$ cat src/hdl/hdp_div.sv
module hdp_div #(
    parameter int NW = 30,
    parameter int DW = 24
) (
    input  logic                 i_clk,
    input  logic                 i_rst_n,
    input  logic                 i_start,
    input  logic signed [NW-1:0] i_num,
    input  logic [DW-1:0]        i_den,
    output logic                 o_done,
    output logic signed [NW-1:0] o_quot
);
    localparam int CW = $clog2(NW + 1);

    logic          r_busy;
    logic          r_done;
    logic [CW-1:0] r_cnt;
    logic          r_neg;
    logic [NW-1:0] r_q;
    logic [DW-1:0] r_rem;
    logic [DW-1:0] r_den;
    logic [DW:0]   w_rs;
    logic          w_ge;

    // one quotient bit per cycle, restoring on magnitudes
    assign w_rs = {r_rem, r_q[NW-1]};
    assign w_ge = (w_rs >= {1'b0, r_den});

    always_ff @(posedge i_clk) begin
        if (!i_rst_n) begin
            r_busy <= 1'b0;
            r_done <= 1'b0;
            r_cnt  <= '0;
        end else begin
            r_done <= 1'b0;
            if (i_start) begin
                r_busy <= 1'b1;
                r_cnt  <= '0;
                r_neg  <= i_num[NW-1];
                r_q    <= i_num[NW-1] ? NW'(-i_num) : NW'(i_num);
                r_rem  <= '0;
                r_den  <= i_den;
            end else if (r_busy) begin
                r_rem <= w_ge ? DW'(w_rs - {1'b0, r_den}) : DW'(w_rs);
                r_q   <= {r_q[NW-2:0], w_ge};
                r_cnt <= r_cnt + CW'(1);
                if (r_cnt == CW'(NW - 1)) begin
                    r_busy <= 1'b0;
                    r_done <= 1'b1;
                end
            end
        end
    end

    assign o_done = r_done;
    assign o_quot = r_neg ? -$signed(r_q) : $signed(r_q);
endmodule

$ cat config.mk
export PLATFORM = sky130hd
export DESIGN_NAME = hdp_div
export DESIGN_NICKNAME = d
export VERILOG_FILES = /design/src/hdl/hdp_div.sv
export SDC_FILE = /design/constraint.sdc
export NUM_CORES = 1
export LEC_CHECK = 0
export ABC_AREA = 1
export BUFFER_PORTS_ARGS = -buffer_cell sky130_fd_sc_hd__buf_4
export CAP_MARGIN = 10
export CORE_ASPECT_RATIO = 2
export CORE_MARGIN = 4
export CORE_UTILIZATION = 60
export CTS_BUF_LIST = sky130_fd_sc_hd__clkbuf_16
export DETAILED_ROUTE_END_ITERATION = 7
export PLACE_DENSITY = 0.83
export SYNTH_ARGS = -nofsm -noshare
export SYNTH_HDL_FRONTEND = slang
export SYNTH_SLANG_ARGS = --single-unit
$ cat constraint.sdc
create_clock -name i_clk -period 3.9 [get_ports i_clk]
set_input_delay 0.39 -clock i_clk [delete_from_list [all_inputs] [get_ports i_clk]]
set_output_delay 0.39 -clock i_clk [all_outputs]
set_load 0.02 [all_outputs]
==> metrics.md <==
| Metric | Value |
|---|---|
| Vias in the first global route | `6,743` |
| Most common cell after layout, fill and taps aside | `nand2_1` |
| HPWL after DPL | `14,800 µm` |
| Non-Filler Cell Area, Final | `0.00787 mm²` |
| CTS H-tree lvls | `3` |
| Switching Fraction | `37.1%` |
| Slew @ Worst Pin | `1.18 ns` |
| CTS Buf Count | `9` |
| FF+latch count, synth | `86` |
| Hold path depth | `1` |
| Run status | `finished clean` |
| Slew Viols, Final | `0` |
| P_int | `0.00198 W` |
| Port Buf Inserts | `87` |
| Post-synth net total | `1,071` |
| Layout cells sized above 1 | `11.8%` |
| RD Place Congestion | `0.996` |
| Avg Cell Area, Syn | `6.98 µm²` |
| Reg power frac | `38.1%` |
| Antenna violation net count after detailed routing | `0` |
| Clock tree sinks | `86` |
| P_sw | `0.00117 W` |
| Starting Density | `60.9%` |
| Unrepaired setup endpoints after global routing | `no` |
| Final net count | `1,149` |
| Slowest cell on crit path | `edfxtp_1` |
| Die height | `159 µm` |
| Setup crit start kind | `register` |
| Max_cap viols | `0` |
| Setup crit end kind | `output pin` |
| Critical path fanouts, max | `4` |
| Tcrit/Tclk final | `74.7%` |
| Worst Hold Class | `primary input to register` |
| CTS tree | `yes` |
| Post-Synthesis Cells | `985` |
| Gate power share | `36.6%` |
| Async SR Flop Fraction | `0%` |
| CTS Hold Buffers Added | `0` |
| Row count | `55` |
| Synth Cell Area | `0.00687 mm²` |
| Total Wirelength | `18,700 µm` |
| Yosys warnings | `0` |
| DRT Pass-1 Iters | `6` |
| Avg Vias per Cell | `5.42` |
| Post-CTS resize count | `0` |
| Worst-skew pair later-pin latency | `0.34 ns` |
| Crit-path cells | `inv_1 > ha_1 > nand4_1 > o21ai_2 > nand3_1 > nor2_2 > o21ai_1 > xor2_1 > buf_4` |
| Synthesis-to-finish area growth | `14.5%` |
| Postcts setup bufs | `0` |
| LEAKAGE | `3.87 nW` |
| Pwr dens | `401 mW/mm²` |
| Clk_skew | `0.00793 ns` |
| Post-synth cell types | `47` |
| Final min period | `2.91 ns` |
| IO Count | `88` |
| Most frequent cells in the layout | `293 x nand2_1, 156 x inv_1, 124 x nor2_1` |
| Clock transition at path regs | `0.07 ns` |
| Fmax | `343 MHz` |
| Tot GR Track Use | `28.5%` |
| FF-to-FF path depth | `11` |
| Max Root-Sink Buffers | `2` |
| Die area | `0.0133 mm²` |
| Worst EP required | `3.51 ns` |
| Sum Neg Setup Slack | `0 ns` |
| Ys flop type | `edfxtp_1` |
| Final Power | `0.00315 W` |
| Antenna violations before repair | `0` |
| Placed instance area | `0.00760 mm²` |
| Clock power frac | `25.3%` |
| DR iter-0 viols | `352` |
| Total number of vias | `6,558` |
| Largest net degree at the start of global routing | `44` |
| CP arrival | `2.52 ns` |
| Root Driver | `clkbuf_16` |
| Wire length per cell | `15.4 µm` |
| Core area | `0.0113 mm²` |
| First-pass GRT wire length | `30,400 µm` |
| PnR worst setup slack | `0.985 ns` |
| Die width | `83.7 µm` |
| Worst hold margin | `0.219 ns` |
| Worst VDD drop | `226 µV` |
| Max stage delay on crit path | `0.40 ns` |
| Number of enable flip-flop cells after synthesis | `79` |
| Final hold vios | `0` |
| Place WS | `1.22 ns` |
| Max transition margin | `20.9%` |
| WS Path Type | `register to output pin` |
| Drc violations | `0` |
| # diodes | `0` |
| Seq/Total Area, Yosys | `36.5%` |
| Final Setup Violations | `0` |
| GR Overflow Total | `0` |
## state kept, by name, summed over array words and instances, names as in the netlist
signal,cells
r_q,30
r_rem,24
r_cnt,5
r_neg,1
o_done,1
r_busy,1
r_den,24
## per-layer routing
| layer | vias to the layer above | wire [µm] | GRT usage [%] |
|---|---|---|---|
| met2 | 199 | 10400 | 55.0 |
| met1 | 2971 | 6260 | 26.2 |
| met3 | 85 | 702 | 4.25 |
| met5 | - | 0 | 0 |
| met4 | 0 | 1300 | 19.5 |
| li1 | 3303 | - | - |
## area by class of cell
class	instances	area [µm²]
Clock buffer	9	225
Clock inverter	7	41.3
Fill cell	1033	3420
Inverter	157	589
Multi-Input combinational cell	720	3650
Sequential cell	86	2510
Tap cell	142	178
Timing Repair Buffer	89	668
## power groups by stage
stage | logic [W] | registers (W) | clock network [W]
floorplan | 0.000839 | 0.00120 | 0
global placement | 0.00113 | 0.00122 | 0
detailed placement | 0.00114 | 0.00122 | 0
CTS | 0.00115 | 0.00120 | 0.000795
global route | 0.00130 | 0.00121 | 0.000830
finish | 0.00115 | 0.00120 | 0.000797
## cell families (layout without fill, tap and decap cells)
kind of cell	Yosys count	in the layout	share of synthesized area, %
simple gates	548	548	33.8
compound gates	92	92	7.43
flops	86	86	36.5
buf+inv	179	262	10.3
xor+xnor	51	51	6.50
fa+ha+maj	29	29	5.39
## critical path, delay by kind of cell (launching register included)
family	cells	cell delay (ns)
AND/OR/NAND/NOR	3	0.64
AO/OA/AOI/OAI	2	0.41
flip-flops	1	0.40
buffers and inverters	2	0.31
adder cells (fa/ha/maj)	1	0.26
XOR/XNOR	1	0.16
## metrics by stage
stage | cells | util [%]
6_report | 1210 | 69.7
5_1_grt | 1210 | 69.7
4_1_cts | 1210 | 69.7
3_5_place_dp | 1194 | 67.4
3_3_place_gp | 1194 | 67.4
2_1_floorplan | 985 | -
## synthesized netlist by cell type (all sizes together) (2+ instances only)
cell type  number  area (µm²)
nand2         298        1130
inv           157         589
nor2          132         516
edfxtp         79        2370
nand3          75         393
o21ai          52         264
xor2           33         289
ha             28         350
a21oi          24         135
xnor2          18         158
nand4          17         106
buf            15        93.8
nor3           13        80.1
clkbuf          7        26.3
dfxtp           7         140
a31oi           6        37.5
nand3b          5        50.1
nor4            2        12.5
o21a            2        15.0
o22ai           2        12.5
or2             2        12.5
## final timing paths
check / slack, ns / endpoint / start
max: 0.99 / o_quot[22] / r_q[0]$_DFFE_PP_
min: 0.22 / r_den[3]$_DFFE_PP_ / i_den[3]
max reg2reg: 1.17 / r_rem[22]$_SDFFCE_PP0P_ / r_rem[8]$_SDFFCE_PP0P_
min reg2reg: 0.53 / r_cnt[4]$_SDFFE_PP0P_ / r_cnt[4]$_SDFFE_PP0P_
(Power assumes the default switching activity.)
